--- src/sv/a2p_pkg.sv ---
`default_nettype none
// ----------------------------------------------------------------------------
// a2p_pkg: shared types, constants and helpers for the atan2 polynomial unit
// Fixed-point formats, polynomial coefficients and Q15 rounding.
// ----------------------------------------------------------------------------
package a2p_pkg;

	localparam int CoordW   = 16;           // input coordinate width
	localparam int MagW     = CoordW + 1;   // magnitude, holds 32768
	localparam int NumW     = 32;           // dividend mn*2^15 + mx/2
	localparam int QuoW     = 16;           // ratio r in Q1.15, 0..32768
	localparam int DivStages = QuoW / 2;    // two quotient bits per stage
	localparam int ProdW    = 35;           // signed 18 x 17 product
	localparam int TermW    = 18;           // Horner accumulator
	localparam int AngW     = 20;           // reflection arithmetic, Q5.15
	localparam int PolyStages = 5;          // Horner steps after the seed

	localparam logic signed [AngW-1:0] HalfPiQ15 = 20'sd51472;
	localparam logic signed [AngW-1:0] PiQ15     = 20'sd102944;

	typedef struct packed {
		logic y_neg;
		logic x_neg;
		logic swap;     // |y| > |x|
		logic zero;     // both inputs zero
	} a2p_side_t;

	// Horner coefficients, Q1.15, highest order first
	function automatic logic signed [TermW-1:0] poly_coef(input logic [2:0] idx);
		logic signed [TermW-1:0] c;
		case (idx)
			3'd0:    c = -18'sd442;
			3'd1:    c = 18'sd1883;
			3'd2:    c = -18'sd3972;
			3'd3:    c = 18'sd6410;
			3'd4:    c = -18'sd10911;
			3'd5:    c = 18'sd32768;
			default: c = '0;
		endcase
		return c;
	endfunction

	// floor(p / 2^15 + 1/2)
	function automatic logic signed [AngW-1:0] rnd15(input logic signed [ProdW-1:0] p);
		logic signed [ProdW-1:0] b;
		b = p + 35'sd16384;
		return b[ProdW-1:15];
	endfunction

endpackage
`default_nettype wire

--- src/sv/a2p_poly.sv ---
`default_nettype none
// ----------------------------------------------------------------------------
// a2p_poly: Horner evaluation pipeline
// Squares the ratio, then runs one multiply per stage over the coefficients,
// ending with the multiply by r that makes the polynomial odd.
// ----------------------------------------------------------------------------
module a2p_poly import a2p_pkg::*; (
	input  wire logic                    clk,
	input  wire logic                    arst_n,
	input  wire logic                    adv,
	input  wire logic                    in_valid,
	input  wire logic        [QuoW-1:0]  r,
	input  wire a2p_side_t               side_in,
	output logic                         valid_out,
	output logic signed      [ProdW-1:0] prod,
	output a2p_side_t                    side_out
);

	// square
	logic                    valid_s1;
	logic [ProdW-1:0]        sq_s1;
	logic [QuoW-1:0]         r_s1;
	a2p_side_t               side_s1;

	// seed multiply by the leading coefficient
	logic                    valid_s2;
	logic signed [ProdW-1:0] prod_s2;
	logic [QuoW-1:0]         r_s2;
	logic [QuoW-1:0]         sq_s2;
	a2p_side_t               side_s2;

	logic [QuoW-1:0]         s_rnd;
	logic signed [AngW-1:0]  s_full;

	assign s_full = rnd15(sq_s1);
	assign s_rnd  = s_full[QuoW-1:0];

	always_ff @(posedge clk or negedge arst_n) begin
		if (!arst_n) begin
			valid_s1 <= 1'b0;
			valid_s2 <= 1'b0;
		end else if (adv) begin
			valid_s1 <= in_valid;
			valid_s2 <= valid_s1;
		end
	end

	always_ff @(posedge clk) begin
		if (adv) begin
			sq_s1   <= {3'b000, {{QuoW{1'b0}}, r} * {{QuoW{1'b0}}, r}};
			r_s1    <= r;
			side_s1 <= side_in;
			prod_s2 <= poly_coef(3'd0) * $signed({1'b0, s_rnd});
			r_s2    <= r_s1;
			sq_s2   <= s_rnd;
			side_s2 <= side_s1;
		end
	end

	logic                    valid_s [PolyStages+1];
	logic signed [ProdW-1:0] prod_s  [PolyStages+1];
	logic [QuoW-1:0]         r_s     [PolyStages+1];
	logic [QuoW-1:0]         sv_s    [PolyStages+1];
	a2p_side_t               side_s  [PolyStages+1];

	assign valid_s[0] = valid_s2;
	assign prod_s[0]  = prod_s2;
	assign r_s[0]     = r_s2;
	assign sv_s[0]    = sq_s2;
	assign side_s[0]  = side_s2;

	for (genvar k = 0; k < PolyStages; k++) begin : g_horner
		logic signed [AngW-1:0]  rp;
		logic signed [TermW-1:0] t;
		logic signed [QuoW:0]    op;

		always_comb begin
			rp = rnd15(prod_s[k]);
			t  = rp[TermW-1:0] + poly_coef(3'(k + 1));
			// last step multiplies by r instead of s
			op = (k == PolyStages - 1) ? $signed({1'b0, r_s[k]}) : $signed({1'b0, sv_s[k]});
		end

		always_ff @(posedge clk or negedge arst_n) begin
			if (!arst_n) begin
				valid_s[k+1] <= 1'b0;
			end else if (adv) begin
				valid_s[k+1] <= valid_s[k];
			end
		end

		always_ff @(posedge clk) begin
			if (adv) begin
				prod_s[k+1] <= t * op;
				r_s[k+1]    <= r_s[k];
				sv_s[k+1]   <= sv_s[k];
				side_s[k+1] <= side_s[k];
			end
		end
	end

	assign valid_out = valid_s[PolyStages];
	assign prod      = prod_s[PolyStages];
	assign side_out  = side_s[PolyStages];

endmodule
`default_nettype wire

--- config.mk ---
export PLATFORM = sky130hd
export DESIGN_NAME = a2p_poly
export DESIGN_NICKNAME = d
export VERILOG_FILES = /design/src/sv/a2p_pkg.sv /design/src/sv/a2p_poly.sv
export SDC_FILE = /design/constraint.sdc
export NUM_CORES = 2
export LEC_CHECK = 0
export ABC_AREA = 1
export ABC_CLOCK_PERIOD_IN_PS = 11100
export BUFFER_PORTS_ARGS = -buffer_cell sky130_fd_sc_hd__buf_2
export CAP_MARGIN = 20
export CORE_MARGIN = 5
export CORE_UTILIZATION = 58
export DETAILED_ROUTE_END_ITERATION = 7
export GPL_ROUTABILITY_DRIVEN = 0
export PLACE_DENSITY = 0.74
export SKIP_CTS_REPAIR_TIMING = 1
export SYNTH_ARGS = -nofsm -noshare
export SYNTH_HDL_FRONTEND = slang
export SYNTH_SLANG_ARGS = --single-unit
--- constraint.sdc ---
create_clock -name clk -period 11.1 [get_ports clk]
set_input_delay 0.555 -clock clk [delete_from_list [all_inputs] [get_ports clk]]
set_output_delay 0.555 -clock clk [all_outputs]
set_load 0.02 [all_outputs]
== Word-level counts from Yosys, hierarchy flattened ==
Index checks and enable logic that the tools add are counted.
Storage, ports and cells
  flip-flop bits (word level): 419
  input port bits: 24
  output and inout port bits: 40
  word-level logic and storage cells: 70
Operators by class
  $add $sub $neg: 11
  $mul: 7
Operators with widths (count)
  adder 33 x 16 -> 33 bit (second input constant): 4
  multiplier 18 x 17 -> 33 bit: 4
  adder 18 bit (second input constant): 2
  multiplier 18 x 17 -> 35 bit: 1
  adder 31 x 15 -> 31 bit (second input constant): 1
  multiplier 16 x 16 -> 31 bit: 1
  adder 27 x 16 -> 28 bit (second input constant): 1
  multiplier 9 x 17 -> 26 bit (first input constant): 1
  adder 18 x 11 -> 18 bit (second input constant): 1
  adder 18 x 13 -> 18 bit (second input constant): 1
  adder 18 x 16 -> 18 bit (second input constant): 1

== Longest topological paths before layout ==
  depth after elaboration: 3
  gate-level depth with buffers: 42
  depth with buffers taken out: 41

== Worst setup path before layout ==
Ideal clock, no wire load.
  path kind: reg2reg
  start point: reg prod_s[119] in the netlist's numbering
  end point: reg prod_s[102] in the netlist's numbering, data pin
  setup time: 0.252 ns
  data arrival time: 7.438 ns
  data required time: 10.848 ns
  path slack: 3.410 ns
  stages on the path, launching flop included: 42
  buffers on the path: 2
  period minus slack after synthesis: 7.690 ns
  cell sequence: edfxtp_1 ha_1 nand2_1 inv_1 nor2_1 clkbuf_1 ha_1 inv_1 nand3_1 nand2_1 nor2_1 nand2_1 nand2_1 nand2_1 nand2_1 nand2_1 nand2_1 nand2_2 [... 6 more ...] xnor2_1 o21ai_0 fa_1 fa_1 inv_1 fa_1 inv_1 ha_1 inv_1 o21ai_0 a21oi_1 nor2_1 a211oi_1 o21ai_0 a21oi_1 inv_1 nand2_1 nand2_1
On the way
  word-level cells in the longest chain between the ends: 3
RTL lines
  from (decl): RTL line a2p_poly.sv:61  | logic signed [ProdW-1:0] prod_s [PolyStages+1];
  from (signal, indexed assignment): RTL line a2p_poly.sv:94  | prod_s[k+1] <= t * op;
  adder 33 x 16 -> 33 bit: RTL line a2p_pkg.sv:46  | b = p + 35'sd16384;
  adder 18 x 13 -> 18 bit: RTL line a2p_poly.sv:79  | t = rp[TermW-1:0] + poly_coef(3'(k + 1));
  multiplier 18 x 17 -> 33 bit: RTL line a2p_poly.sv:94
Every way passes these cells.
A chain may end at the register's enable or synchronous reset.

== Final worst setup path ==
  start point: reg prod_s[50] in the netlist's numbering
  end point: reg prod_s, in the netlist prod[33], data pin
On the way
  word-level cells in the longest chain between the ends: 3
RTL lines (RTL line)
  adder 33 x 16 -> 33 bit: a2p_pkg.sv:46
  adder 18 x 16 -> 18 bit: a2p_poly.sv:79
  multiplier 18 x 17 -> 35 bit: a2p_poly.sv:94
Every way passes these cells.

==> results.md <==
- Die Y-Extent: 373.8 um
- Number of global-route vias before repair: 62.08k
- Worst reg2reg path depth: 38
- Antenna violation net count after detailed routing: 0
- Total grt overflow: 0
- Routed wire length: 189300 um
- TritonCTS clock tree: yes
- Hold path startpoint: side_in[3]
- Measured slew at the worst slew-check pin: 1058 ps
- First-pass GRT wire length: 315100 um
- Number of top-level pins: 64
- Fill count: 11.24k
- Post-route DRC violation count: 0
- Critical path capture point type: flip-flop
- Setup TNS Final: 0 ps
- Post-synthesis net count: 11.06k
- Avg Vias per Cell: 5.419
- Min Clock Period, post-route: 8951 ps
- Number of clock sinks seen by CTS: 336
- Clock latency on the worst-skew pair: 640 ps
- Final worst-path cycle share: 80.64%
- Most Crowded Layer GR: met2
- Hold EP: side_s1[3]
- Area share of the largest cell type after synthesis: 41.02%
- Endpoint required time on the critical path: 11490 ps
- DR pass1 iterations: 8
- Commonest non-fill, non-tap cells in the layout: 2483 x inv_1, 1573 x fa_1, 1503 x nand2_1, 777 x nor2_1, 621 x ha_1
- Least setup slack across all paths after layout: 2149 ps
- R2r endpoint: prod[33]
- Cells on Worst Hold Path: 1
- Via count of the routed design: 57.10k
- Post-detailed-route wirelength per cell: 17.97 um
- NumNets Final: 10.97k
- Starting DRT DRC Count: 4471
- Crit Path Class: reg2reg
- Initial antenna violation count: 7
- Synthesized area: 76760 um2
- Outcome: complete, no violations
- Most frequent standard cell in the layout excluding fill and tap cells: inv_1
- Top FF cell, synth: edfxtp_1
- #FFs+latches synth: 336
- Asr flop ratio synth: 2.083%
- Critical Path Fanout Max: 12
- Core Rows: 133
- Max H-tree Level: 2
- Number of input and output port buffers inserted: 63
- Cell repeated most along the worst path: nand2_1
- Reg2reg start: prod_s[50]
- CTS buffer count: 41
- Post-synth cell types: 66
- Die Outline Area: 139700 um2
- Total count of hold-check failures in the final report: 0
- Count of final setup violators: 0
- GR met2 Demand/Resource: 47.21%
- Number of diodes added for antenna fixing: 0
- Worst reg2reg setup slack: 2150 ps
- Fraction of met1 tracks used by global routing: 35.14%
- Gr usage total: 27.94%
- Maximum clock rate: 111.7 MHz
- Worst hold slack: 94.93 ps
- Startpoint type of the worst setup path: flip-flop
- Worst slack, placed: 2230 ps
- Hold Path Class: in2reg
- Post-DP HPWL: 156200 um
- Worst path arrival time: 9340 ps
- Remaining max-slew budget at the tightest pin: 28.97%
- Largest area contributor in the synthesized netlist: fa_1
- Clock Tree Root: clkbuf_16
- Clock skew: 38.88 ps
- Number of enable flip-flop cells after synthesis: 329
- Die width: 373.8 um
- Mean post-synth cell area: 8.681 um2
- Share of post-route cells with drive strength above 1: 3.928%
- M3 GR Usage: 5.589%
- Max_cap viols: 0
- Number of max-slew violations in the final report: 0
- Starting density of the core: 58.39%
- Ranking of synthesized cells by area: fa_1 41%, edfxtp_1 13%, inv_1 12%
- Number of warning messages in the yosys log: 0
- Clk buf depth: 3
- Cell count after synthesis: 8842
- Cell at the slowest stage of the critical path: fa_1
- Signed area change from the synthesized netlist to the final layout: 4.077%
- Clk slew on worst S/H paths: 60 ps
- Register area share after synthesis: 13.10%
- Largest net degree at the start of global routing: 86
- Area of the core: 131500 um2
- Setup repair after global routing missed its margin: no
- Critical Path Max Stage Delay: 690 ps
## sequential cells by signal, summed over array words and instances (netlist names)
signal and cells:
g_horner.op 64, side_out 4, prod_s 76, r_s1 16
side_s1 4, side_s 20, valid_s2 1, r_s2 16
prod 35, sq_s1 17, prod_s2 13, r_s 48
sq_s2 16, valid_s 4, valid_s1 1, valid_out 1
## per-layer routing
layer / share of wire, % / wire length [um]
met1: 38 / 72020
met2: 48 / 90110
met3: 8.9 / 16800
met4: 5.5 / 10350
met5: 0.029 / 55
## cell usage after synthesis, types with 29 or more instances
library cell  count
a21oi_1         229
inv_2            36
nand2_1        1503
clkbuf_1        158
nor2_2           39
nand2_2          41
nand4_1          51
nand3_1         209
a21o_1           29
buf_4            43
fa_1           1573
nor2_1          777
clkinv_1         31
xnor2_1          79
ha_1            621
edfxtp_1        329
o21ai_0         132
nor3_1           47
xor2_1          194
inv_1          2483
## cells by family (layout without fill, tap and decap cells)
kind of cell / Yosys count / after routing / share of synthesized area, %
adders and majority gates: 2194 / 2194 / 51.15
buffers and inverters: 2773 / 2713 / 13.84
and+or+nand+nor: 2768 / 2768 / 15.01
DFF: 336 / 336 / 13.10
xor gates and xnor gates: 280 / 280 / 3.271
muxes: 1 / 1 / 0.01467
AOI/OAI and AO/OA: 490 / 490 / 3.622
## worst max-delay path, delay by kind of cell (launching register included)
kind / cells / cell delay (ps)
buffers and inverters: 5 / 640
adder cells (fa/ha/maj): 9 / 4140
flip-flops: 1 / 350
AND/OR/NAND/NOR: 21 / 2920
XOR/XNOR: 3 / 650
## metrics by stage
step | std cells | cell area, um2 | utilization, %
2_1_floorplan | 8842 | 76760 | -
6_report | 10540 | 79890 | 60.77
5_1_grt | 10540 | 79890 | 60.77
3_3_place_gp | 10460 | 78430 | 59.66
3_5_place_dp | 10460 | 78430 | 59.66
4_1_cts | 10540 | 79870 | 60.76
## worst max-delay path by stage
stage                             end   startpoint  slack (ps)
after floorplan           prod_s[102]  prod_s[119]        3410
after detailed placement     prod[31]   prod_s[50]        2230
after global routing         prod[33]   prod_s[50]        1620
after global placement       prod[31]   prod_s[49]        2430
final                        prod[33]   prod_s[50]        2150
after CTS                    prod[33]   prod_s[50]        2210
## cell type report
| type | count | area (um2) | share of cell area, % |
|---|---|---|---|
| Clock buffer | 47 | 1070 | 1.339 |
| Clock inverter | 25 | 375.4 | 0.4699 |
| Inverter | 2551 | 9580 | 11.99 |
| Multi-Input combinational cell | 5733 | 56080 | 70.20 |
| Sequential cell | 336 | 10050 | 12.59 |
| Tap cell | 1755 | 2196 | 2.749 |
| Timing Repair Buffer | 90 | 530.5 | 0.6641 |
Power is left out: the tool's default activity adds up to more than one toggle a clock period on the data nets, which glitch-free logic cannot reach.
