[config.mk]
export PLATFORM = sky130hd
export DESIGN_NAME = a2p_div
export DESIGN_NICKNAME = d
export VERILOG_FILES = /design/src/sv/a2p_pkg.sv /design/src/sv/a2p_div.sv
export SDC_FILE = /design/constraint.sdc
export NUM_CORES = 1
export LEC_CHECK = 0
export BUFFER_PORTS_ARGS = -buffer_cell sky130_fd_sc_hd__buf_2
export CORE_MARGIN = 3
export CORE_UTILIZATION = 41
export CTS_BUF_LIST = sky130_fd_sc_hd__clkbuf_4 sky130_fd_sc_hd__clkbuf_8
export CTS_CLUSTER_SIZE = 20
export DETAILED_ROUTE_END_ITERATION = 6
export PLACE_DENSITY = 0.58
export SLEW_MARGIN = 10
export SYNTH_ARGS = -nofsm -noshare
export SYNTH_HDL_FRONTEND = slang
export SYNTH_SLANG_ARGS = --single-unit
[constraint.sdc]
create_clock -name clk -period 8 [get_ports clk]
set_input_delay 1.6 -clock clk [delete_from_list [all_inputs] [get_ports clk]]
set_output_delay 1.6 -clock clk [all_outputs]
set_load 0.02 [all_outputs]
[src/sv/a2p_pkg.sv]
`default_nettype none
// ----------------------------------------------------------------------------
// a2p_pkg: shared types, constants and helpers for the atan2 polynomial unit
// Fixed-point formats, polynomial coefficients and Q15 rounding.
// ----------------------------------------------------------------------------
package a2p_pkg;

	localparam int CoordW   = 16;           // input coordinate width
	localparam int MagW     = CoordW + 1;   // magnitude, holds 32768
	localparam int NumW     = 32;           // dividend mn*2^15 + mx/2
	localparam int QuoW     = 16;           // ratio r in Q1.15, 0..32768
	localparam int DivStages = QuoW / 2;    // two quotient bits per stage
	localparam int ProdW    = 35;           // signed 18 x 17 product
	localparam int TermW    = 18;           // Horner accumulator
	localparam int AngW     = 20;           // reflection arithmetic, Q5.15
	localparam int PolyStages = 5;          // Horner steps after the seed

	localparam logic signed [AngW-1:0] HalfPiQ15 = 20'sd51472;
	localparam logic signed [AngW-1:0] PiQ15     = 20'sd102944;

	typedef struct packed {
		logic y_neg;
		logic x_neg;
		logic swap;     // |y| > |x|
		logic zero;     // both inputs zero
	} a2p_side_t;

	// Horner coefficients, Q1.15, highest order first
	function automatic logic signed [TermW-1:0] poly_coef(input logic [2:0] idx);
		logic signed [TermW-1:0] c;
		case (idx)
			3'd0:    c = -18'sd442;
			3'd1:    c = 18'sd1883;
			3'd2:    c = -18'sd3972;
			3'd3:    c = 18'sd6410;
			3'd4:    c = -18'sd10911;
			3'd5:    c = 18'sd32768;
			default: c = '0;
		endcase
		return c;
	endfunction

	// floor(p / 2^15 + 1/2)
	function automatic logic signed [AngW-1:0] rnd15(input logic signed [ProdW-1:0] p);
		logic signed [ProdW-1:0] b;
		b = p + 35'sd16384;
		return b[ProdW-1:15];
	endfunction

endpackage
`default_nettype wire

[src/sv/a2p_div.sv]
`default_nettype none
// ----------------------------------------------------------------------------
// a2p_div: magnitude sort and pipelined ratio divider
// Sorts |x| and |y|, then forms r = (mn*2^15 + mx/2) / mx, two bits a stage.
// ----------------------------------------------------------------------------
module a2p_div import a2p_pkg::*; (
	input  wire logic                     clk,
	input  wire logic                     arst_n,
	input  wire logic                     adv,
	input  wire logic                     in_valid,
	input  wire logic signed [CoordW-1:0] y_coord,
	input  wire logic signed [CoordW-1:0] x_coord,
	output logic                          valid_out,
	output logic             [QuoW-1:0]   quo,
	output a2p_side_t                     side_out
);

	logic [MagW-1:0] ay, ax, mx, mn;
	logic [NumW-1:0] num;
	a2p_side_t       side;

	always_comb begin
		ay = y_coord[CoordW-1] ? (MagW'(0) - {y_coord[CoordW-1], y_coord})
		                       : {1'b0, y_coord};
		ax = x_coord[CoordW-1] ? (MagW'(0) - {x_coord[CoordW-1], x_coord})
		                       : {1'b0, x_coord};
		side.swap  = ay > ax;
		side.y_neg = y_coord[CoordW-1];
		side.x_neg = x_coord[CoordW-1];
		mx = side.swap ? ay : ax;
		mn = side.swap ? ax : ay;
		side.zero = (mx == '0);
		num = {mn, 15'b0} + {16'b0, mx[MagW-1:1]};
	end

	logic              valid_s1;
	logic [MagW-1:0]   mx_s1;
	logic [NumW-1:0]   num_s1;
	a2p_side_t         side_s1;

	always_ff @(posedge clk or negedge arst_n) begin
		if (!arst_n) begin
			valid_s1 <= 1'b0;
		end else if (adv) begin
			valid_s1 <= in_valid;
		end
	end

	always_ff @(posedge clk) begin
		if (adv) begin
			mx_s1   <= mx;
			num_s1  <= num;
			side_s1 <= side;
		end
	end

	// divider stage array, entry 0 is the prep register
	logic              valid_s [DivStages+1];
	logic [MagW-1:0]   rem_s   [DivStages+1];
	logic [15:0]       lo_s    [DivStages+1];
	logic [MagW-1:0]   mx_s    [DivStages+1];
	logic [QuoW-1:0]   q_s     [DivStages+1];
	a2p_side_t         side_s  [DivStages+1];

	assign valid_s[0] = valid_s1;
	assign rem_s[0]   = {1'b0, num_s1[NumW-1:16]};
	assign lo_s[0]    = num_s1[15:0];
	assign mx_s[0]    = mx_s1;
	assign q_s[0]     = '0;
	assign side_s[0]  = side_s1;

	for (genvar j = 0; j < DivStages; j++) begin : g_div
		logic [MagW:0]   t1, t2;
		logic [MagW-1:0] b1, b2;
		logic            g1, g2;

		always_comb begin
			t1 = {rem_s[j], lo_s[j][15]};
			g1 = t1 >= {1'b0, mx_s[j]};
			b1 = g1 ? MagW'(t1 - {1'b0, mx_s[j]}) : t1[MagW-1:0];
			t2 = {b1, lo_s[j][14]};
			g2 = t2 >= {1'b0, mx_s[j]};
			b2 = g2 ? MagW'(t2 - {1'b0, mx_s[j]}) : t2[MagW-1:0];
		end

		always_ff @(posedge clk or negedge arst_n) begin
			if (!arst_n) begin
				valid_s[j+1] <= 1'b0;
			end else if (adv) begin
				valid_s[j+1] <= valid_s[j];
			end
		end

		always_ff @(posedge clk) begin
			if (adv) begin
				rem_s[j+1]  <= b2;
				lo_s[j+1]   <= {lo_s[j][13:0], 2'b00};
				mx_s[j+1]   <= mx_s[j];
				q_s[j+1]    <= {q_s[j][QuoW-3:0], g1, g2};
				side_s[j+1] <= side_s[j];
			end
		end
	end

	assign valid_out = valid_s[DivStages];
	assign quo       = q_s[DivStages];
	assign side_out  = side_s[DivStages];

endmodule
`default_nettype wire

======== Word-level counts from Yosys, hierarchy flattened ========
Index checks and enable logic that the tools add are counted.
operators by class
  add/sub/neg operators ................... 18
  order comparisons ....................... 17
  muxes and demuxes ....................... 19
  reductions and logical operators ........ 1
operator list
  operator                                           count
  two-way mux 17 bit                                 19
  >= comparator 18 x 17 -> 1 bit                     15
  subtractor 17 bit                                  15
  subtractor 1 x 16 -> 17 bit, first input constant  2
  adder 32 x 16 -> 32 bit                            1
  >= comparator 17 bit                               1
  > comparator 17 bit                                1
  logical NOT 17 bit                                 1
word-level totals
  register bits ........................... 460
  input bits .............................. 36
  output and inout bits ................... 21
  word-level logic and storage cells ...... 131

======== Longest topological paths before layout ========
Gate-level depths: netlist (run 1).
  depth after elaboration ................. 5
  gate-level depth with buffers ........... 25
  depth with buffers taken out ............ 21

======== Worst setup path before layout (run 1) ========
Ideal clock, no wire load.
  path type ............................... input port to flip-flop
  from .................................... in x_coord[6]
  to ...................................... reg, netlist name num_s1[15]
  setup time .............................. 0.261 ns
  data arrival time ....................... 5.828 ns
  data required time ...................... 7.739 ns
  setup slack ............................. 1.912 ns
  cell stages on the path ................. 14
  buffers on the path ..................... 3
  path through ............................ or4_1 or3_1 or4_1 or3_1 ha_1 nand4_1 nor2_1 nand4_1 a22oi_1 clkbuf_1 clkbuf_1 clkbuf_1 o21ai_0 ha_1
on the way
  word-level cells in the longest chain between the ends .. 5
  elaborated cells on any way between the ends .. 6
  classes of those cells .................. add/sub: 2; order compare: 1; mux: 3
ends and longest elaborated chain
  what                                          line                          text
  from (decl)                                   a2p_div.sv:12                 input wire logic signed [CoordW-1:0] x_coord,
  subtractor 1 x 16 -> 17 bit                   a2p_div.sv:25                 ax = x_coord[CoordW-1] ? (MagW'(0) - {x_coord[CoordW-1], x_coord})
  two-way mux 17 bit *                          a2p_div.sv:25
  > comparator 17 bit                           a2p_div.sv:27                 side.swap = ay > ax;
  two-way mux 17 bit, on equally long branches  a2p_div.sv:31, a2p_div.sv:30
  adder 32 x 16 -> 32 bit *                     a2p_div.sv:33                 num = {mn, 15'b0} + {16'b0, mx[MagW-1:1]};
  named net num[15]                             a2p_div.sv:19                 logic [NumW-1:0] num;
The timed path passes the listed nets; every way through them passes the cells marked *.
A chain may end at the register's enable or synchronous reset.

======== Worst setup path after layout (run 1) ========
  from .................................... reg mx_s[38] (netlist bit)
  to ...................................... reg rem_s (netlist bit g_div[7].t1[2]) (data pin)
on the way
  word-level cells in the longest chain between the ends .. 4
  elaborated cells on any way between the ends .. 6
  classes of those cells .................. add/sub: 2; order compare: 2; mux: 2
ends and longest elaborated chain
  what                                                                        line                          text
  from (decl)                                                                 a2p_div.sv:61                 logic [MagW-1:0] mx_s [DivStages+1];
  from (signal, indexed assignment)                                           a2p_div.sv:98                 mx_s[j+1] <= mx_s[j];
  >= comparator 18 x 17 -> 1 bit / subtractor 17 bit (equally long branches)  a2p_div.sv:79, a2p_div.sv:80
  two-way mux 17 bit                                                          a2p_div.sv:80                 b1 = g1 ? MagW'(t1 - {1'b0, mx_s[j]}) : t1[MagW-1:0];
  subtractor 17 bit / >= comparator 18 x 17 -> 1 bit (equally long branches)  a2p_div.sv:83, a2p_div.sv:82
  two-way mux 17 bit *                                                        a2p_div.sv:83                 b2 = g2 ? MagW'(t2 - {1'b0, mx_s[j]}) : t2[MagW-1:0];
  named net g_div[6].b2[1]                                                    a2p_div.sv:74                 logic [MagW-1:0] b1, b2;
  to (signal, indexed assignment)                                             a2p_div.sv:96                 rem_s[j+1] <= b2;
  to (decl)                                                                   a2p_div.sv:59                 logic [MagW-1:0] rem_s [DivStages+1];
Marked as above.

==> results of run 1 <==
==> routing by layer <==
layer | track usage (%) | vias up
met3 | 2.61 | 127
met5 | 0 | -
met2 | 32.6 | 527
met4 | 5.57 | 0
met1 | 25.7 | 10700
li1 | - | 10900
==> cell families after synthesis <==
kind of cell,Yosys count
mux,193
fa+ha+maj,308
simple gates,684
xor+xnor,221
other cells,2
compound gates,766
buf+inv,299
flops,389
==> final timing paths <==
path	cells after the start	slack, ps	to
max in group asynchronous	1	7020	valid_out
hold / removal	0	410	side_s[6]
min in group asynchronous	1	810	valid_s1
setup reg to reg	18	1160	g_div[7].t1[2]
hold reg to reg	0	410	side_s[6]
setup / recovery	18	1160	g_div[7].t1[2]
==> worst max-delay path, cell delays in order (launching register included) <==
cell,delay [ps]
edfxtp_1,400
inv_1,130
ha_1,180
inv_1,60
fa_1,410
nand3_1,140
a21oi_1,110
o311ai_0,890
a41oi_2,720
nor2_1,260
a21oi_1,110
fa_1,520
a211oi_1,340
o21ai_0,160
a31oi_1,450
o22ai_1,260
o211a_1,280
a2111o_1,710
mux2_2,420
==> stage by stage <==
step	utilization, %	hold WS, ps	std cells
6_report	45.5	408	3929
5_1_grt	45.5	421	3929
4_1_cts	45.5	411	3928
3_5_place_dp	43.5	405	3798
3_3_place_gp	43.5	402	3798
2_1_floorplan	-	400	2865
==> cells in the mapped netlist (all sizes together) (27+ instances only) <==
cell / count
a211oi: 29
a21o: 73
a21oi: 222
a31oi: 27
buf: 41
clkbuf: 36
edfxtp: 380
ha: 293
inv: 222
mux2: 169
nand2: 142
nand2b: 27
nand3: 50
nand4: 52
nor2: 182
nor2b: 28
nor3: 59
o21a: 52
o21ai: 151
o31ai: 36
or3: 28
xnor2: 135
xor2: 86
==> final cells by class <==
cell class	count	area share [%]
clock inverters	32	0.728
flip-flops and latches	389	36.2
repair buffers	70	1.27
inverters	222	2.60
diodes	1	0.00779
multi-input cells	2177	51.8
clock buffers	98	3.75
well taps	940	3.66
==> flip-flops by register name (all words and copies together), names as in the netlist <==
signal and count:
num_s1 17, mx_s1 17, side_s 32, g_div.t1 119
side_out 4, q_s 56, valid_out 1, quo 16
mx_s 119, valid_s 7, valid_s1 1
==> out/results.tsv, run 1 <==
stage	metric	value	unit
floorplan	DIE HEIGHT	274	um
clock_tree	worst-skew pair later-pin latency	640	ps
floorplan	I/O pin count	57	
place	Post-DP Area	30700	um^2
detailed_routing	drt wl/cell	18.7	um
logic_synthesis	syn_area_per_cell	10.3	um^2
run_status	violated checks	DRC	
layout	finished layout cell area	32100	um^2
logic_synthesis	Synth Warn #	0	
clock_tree	post-CTS sizing	0	
layout	# fillers	6643	
clock_tree	hold buffers post-CTS	0	
detailed_routing	Met2 Wirelength	34900	um
logic_synthesis	Post-synth EDFFs	380	
detailed_routing	Routed Antenna Nets	0	
clock_tree	H-tree depth	3	
run_status	status	complete, but fails checks	
logic_synthesis	post-synthesis compound-gate area fraction	17.2	%
clock_tree	Sink Count	389	
floorplan	Die ar.	75100	um^2
grt	antenna violations before repair	3	
detailed_routing	Met3 Wirelength	2830	um
detailed_routing	Vias	22300	
clock_tree	Post-CTS Setup Inserts	0	
place	routability cong.	0.885	
critical_path	Crit Path Max Fanout	27	
critical_path	CP endpoint kind	register	
logic_synthesis	FF+latch count, synth	389	
timing	Worst Slack Setup Final	1160	ps
layout	most common cell after layout, fill and taps aside	edfxtp_1	
logic_synthesis	post-synthesis mux area share	7.36	%
timing	Fin. Hold Viols	0	
layout	Layout area overhead	9.02	%
logic_synthesis	sequential area share after synthesis	39.5	%
timing	Worst slew margin	22.9	%
grt	GRT overflow	0	
grt	number of global-route vias before repair	21900	
place	setup slack at placement	1310	ps
logic_synthesis	largest family of logic cells by synthesized area	compound AO/OA/AOI/OAI gates	
place	DP HPWL	56200	um
floorplan	Std-Cell Rows	97	
logic_synthesis	Yosys top cell by area	edfxtp_1	
job	max-cap violations	0	
logic_synthesis	share of the synthesized area in the top cell type	38.7	%
layout	most frequent cells in the layout	edfxtp_1 (380), ha_1 (293), a21oi_1 (220), inv_1 (220), nor2_1 (182)	
timing	setup TNS	0	ps
critical_path	Critical Path RT	8370	ps
clock_tree	TritonCTS clock tree	yes	
critical_path	crit path launch	mx_s[38]	
layout	multi-input logic area	16600	um^2
detailed_routing	WL final	73400	um
timing	Final Slew Violations	0	
clock_tree	Reg clk slew, reported paths	60	ps
logic_synthesis	unique cell type count in the Yosys netlist	91	
critical_path	critical path arrival	7210	ps
logic_synthesis	Post-Syn Area	29500	um^2
clock_tree	Longest Clk Path Bufs	3	
timing	post-layout min period	6840	ps
critical_path	startpoint type of the worst setup path	register	
logic_synthesis	Synth Area in Simple Gates	11.7	%
timing	Worst Tran Pin Value	1130	ps
logic_synthesis	Post-synth ARST share	2.31	%
grt	largest net degree at the start of global routing	160	
timing	Final Skew	35.7	ps
min_path	worst hold-check path type	reg -> reg	
layout	share of layout cells above drive strength 1	13.0	%
logic_synthesis	xor/xnor share of the synthesized area	6.57	%
clock_tree	CTS root buffer	clkbuf_8	
min_path	hold wc startpoint	side_s[10]	
timing	Achievable Freq	146	MHz
layout	FF/Latch Area	11600	um^2
detailed_routing	First-pass DRT Iterations	7	
timing	setup violators final	0	
floorplan	core area	70600	um^2
detailed_routing	M1 wire length	33800	um
layout	fin nets	3276	
floorplan	Die Width	274	um
critical_path	critical path class	reg -> reg	
logic_synthesis	Cells after Synth	2862	
critical_path	R2R Path Start	mx_s[38]	
logic_synthesis	Post-Synth Adder-Cell Area	13.5	%
place	IO Port Bufs	56	
timing	RSZ-0062 raised after global routing	no	
detailed_routing	DR top layer	met4	
grt	Tot GR Track Use	19.3	%
clock_tree	TritonCTS Buffers	72	
logic_synthesis	Top FF cell, synth	edfxtp_1	
grt	first-pass GRT wire length	116000	um
detailed_routing	drc violations	4	
logic_synthesis	largest cells by area after synthesis	edfxtp_1 (39%), ha_1 (12%), mux2_2 (5.9%)	
detailed_routing	starting DRC count in detailed routing	1771	
detailed_routing	post-DR vias/cell	5.67	
floorplan	Starting Density	41.7	%
timing	period utilization	85.5	%
Power of run 1 is left out: the tool's default activity adds up to more than one toggle a clock period on the data nets, which glitch-free logic cannot reach.
==> run 2: changes to the inputs <==
GPL_TIMING_DRIVEN = 0   (was unset)
==> out/results.tsv, run 2 (synthesis gave the netlist of run 1 again) <==
stage	metric	value	unit	change
run_status	status	completed		
min_path	worst hold-check path type	reg -> reg		
detailed_routing	WL final	73300	um	-0.15%
layout	share of layout cells above drive strength 1	13.1	%	+0.20 points
grt	antenna violations before repair	1		-2
clock_tree	Sink Count	389		unchanged
layout	most frequent cells in the layout	edfxtp_1 (380), ha_1 (293), a21oi_1 (222)		
clock_tree	Reg clk slew, reported paths	60	ps	about the same
critical_path	Crit Path Max Fanout	10		-63%
timing	Final Slew Violations	0		unchanged
layout	# fillers	6657		+0.21%
timing	Final Skew	21.9	ps	-13.8 ps
timing	RSZ-0062 raised after global routing	no		
min_path	hold path cells	0		unchanged
grt	Tot GR Track Use	19.2	%	-0.12 points
grt	largest net degree at the start of global routing	118		-26%
critical_path	crit path cell chain	inv_1 > ha_1 > inv_1 > fa_1 > nand3_1 > a21oi_1 > nor3_1 > a21oi_1 > a311oi_2 > clkbuf_1 > buf_1 > o21ai_0 > ha_1 > a21o_1 > a21o_1 > o2bb2ai_1 > a211o_1 > o31ai_1 > a21boi_0 > a2111oi_4 > buf_4 > mux2_1		
timing	post-layout min period	7430	ps	+585 ps
detailed_routing	post-DR vias/cell	5.65		-0.34%
grt	first-pass GRT wire length	116000	um	-0.37%
place	DP HPWL	56900	um	+1.3%
clock_tree	Post-CTS Setup Inserts	0		unchanged
detailed_routing	drc violations	0		-4
timing	Worst slew margin	26.8	%	+3.9 points
job	max-cap violations	0		unchanged
clock_tree	worst-skew pair later-pin latency	650	ps	about the same
layout	finished layout cell area	32500	um^2	+1.1%
critical_path	Critical Path RT	8390	ps	+20 ps
min_path	hold wc startpoint	q_s[50]		
critical_path	Crit path largest cell delay	780	ps	-110 ps
critical_path	Reg2Reg Capture Point	g_div[3].t1[14]		
timing	Achievable Freq	135	MHz	-7.9%
critical_path	startpoint type of the worst setup path	register		
critical_path	R2R Path Start	mx_s[114]		
layout	Layout area overhead	10.2	%	
floorplan	Std-Cell Rows	97		unchanged
clock_tree	Longest Clk Path Bufs	3		unchanged
layout	fin nets	3344		+2.1%
floorplan	I/O pin count	57		unchanged
place	IO Port Bufs	56		unchanged
clock_tree	H-tree depth	3		unchanged
timing	setup violators final	0		unchanged
clock_tree	CTS root buffer	clkbuf_8		
floorplan	Die ar.	75100	um^2	unchanged
critical_path	critical path class	reg -> reg		
layout	multi-input logic area	16600	um^2	-0.27%
floorplan	Die Width	274	um	unchanged
place	Post-DP Area	31000	um^2	+1.1%
detailed_routing	Vias	22600		+1.3%
detailed_routing	First-pass DRT Iterations	5		-2
critical_path	critical path arrival	7820	ps	+610 ps
place	Placed Cells	3864		+1.7%
clock_tree	TritonCTS clock tree	yes		
timing	period utilization	92.8	%	+7.3 points
clock_tree	post-CTS sizing	0		unchanged
layout	FF/Latch Area	11600	um^2	unchanged
timing	Fin. Hold Viols	0		unchanged
detailed_routing	drt wl/cell	18.4	um	-1.7%
place	routability cong.	0.919		+3.9%
layout	most common cell after layout, fill and taps aside	edfxtp_1		
floorplan	Starting Density	41.7	%	unchanged
detailed_routing	Routed Antenna Nets	0		unchanged
floorplan	DIE HEIGHT	274	um	unchanged
critical_path	R2R cell count	22		+4
grt	number of global-route vias before repair	21900		-0.10%
clock_tree	hold buffers post-CTS	0		unchanged
clock_tree	TritonCTS Buffers	74		+2.8%
critical_path	R2R Setup Slk	570	ps	-590 ps
min_path	Hold Crit Endpoint	q_s[36]		
floorplan	core area	70600	um^2	unchanged
layout	non-filler cells, final	3992		+1.6%
detailed_routing	starting DRC count in detailed routing	1581		-11%
critical_path	Slowest-stage cell, CP	a2111oi_4		
grt	GRT overflow	0		unchanged
critical_path	CP endpoint kind	register		
timing	Worst Tran Pin Value	1070	ps	-57.3 ps
==> run 2: changes by cell type in the layout (fill, tap and decap cells not counted), moves of 4 or more <==
cell	before	now
buf_1	0	10
buf_2	55	59
buf_4	13	22
buf_6	0	4
clkbuf_1	0	36
clkbuf_4	23	19
==> run 2: worst max path at each step <==
stage	start	endpoint	slack, ps
after detailed placement	y_coord[4]	num_s1[15]	500
after floorplan	x_coord[6]	num_s1[15]	1910
final	mx_s[114]	g_div[3].t1[14]	570
after CTS	mx_s[114]	g_div[3].t1[14]	740
after global routing	mx_s[76]	g_div[5].t1[16]	240
after global placement	adv	valid_s[1]	-470
==> run 2: routing by layer <==
metal	global-route usage, %	vias up	share of wire [%]
met3	2.60	125	4.5
met5	0	-	0
met2	31.2	556	46
li1	-	11100	-
met1	26.2	10800	47
met4	6.52	0	2.6
==> run 2: through the flow <==
stage               worst slack (ps)  hold WS [ps]  util, %  setup TNS (ps)
floorplan                       1910           400        -               0
global placement                -473           402     43.8          -47010
detailed placement               497           405     43.9               0
CTS                              737           408     46.0               0
global route                     242           414     46.0               0
finish                           572           409     46.0               0
==> run 2: critical path: cells and delay by family, from the launching register on <==
kind,cells,cell delay (ps)
compound gates,11,3310
buf+inv,5,1650
fa+ha+maj,3,1030
flops,1,450
mux,1,370
simple gates,2,320
==> run 2: cell type report <==
| cell class | instances | area share, % |
|---|---|---|
| clock inverters | 32 | 0.847 |
| clock buffers | 94 | 3.62 |
| multi-input cells | 2177 | 51.1 |
| plain buffers | 77 | 1.30 |
| repair buffers | 59 | 1.15 |
| well taps | 940 | 3.62 |
| inverters | 222 | 2.57 |
| diodes | 2 | 0.0154 |
| flip-flops and latches | 389 | 35.8 |
Power of run 2 is left out for the same reason.
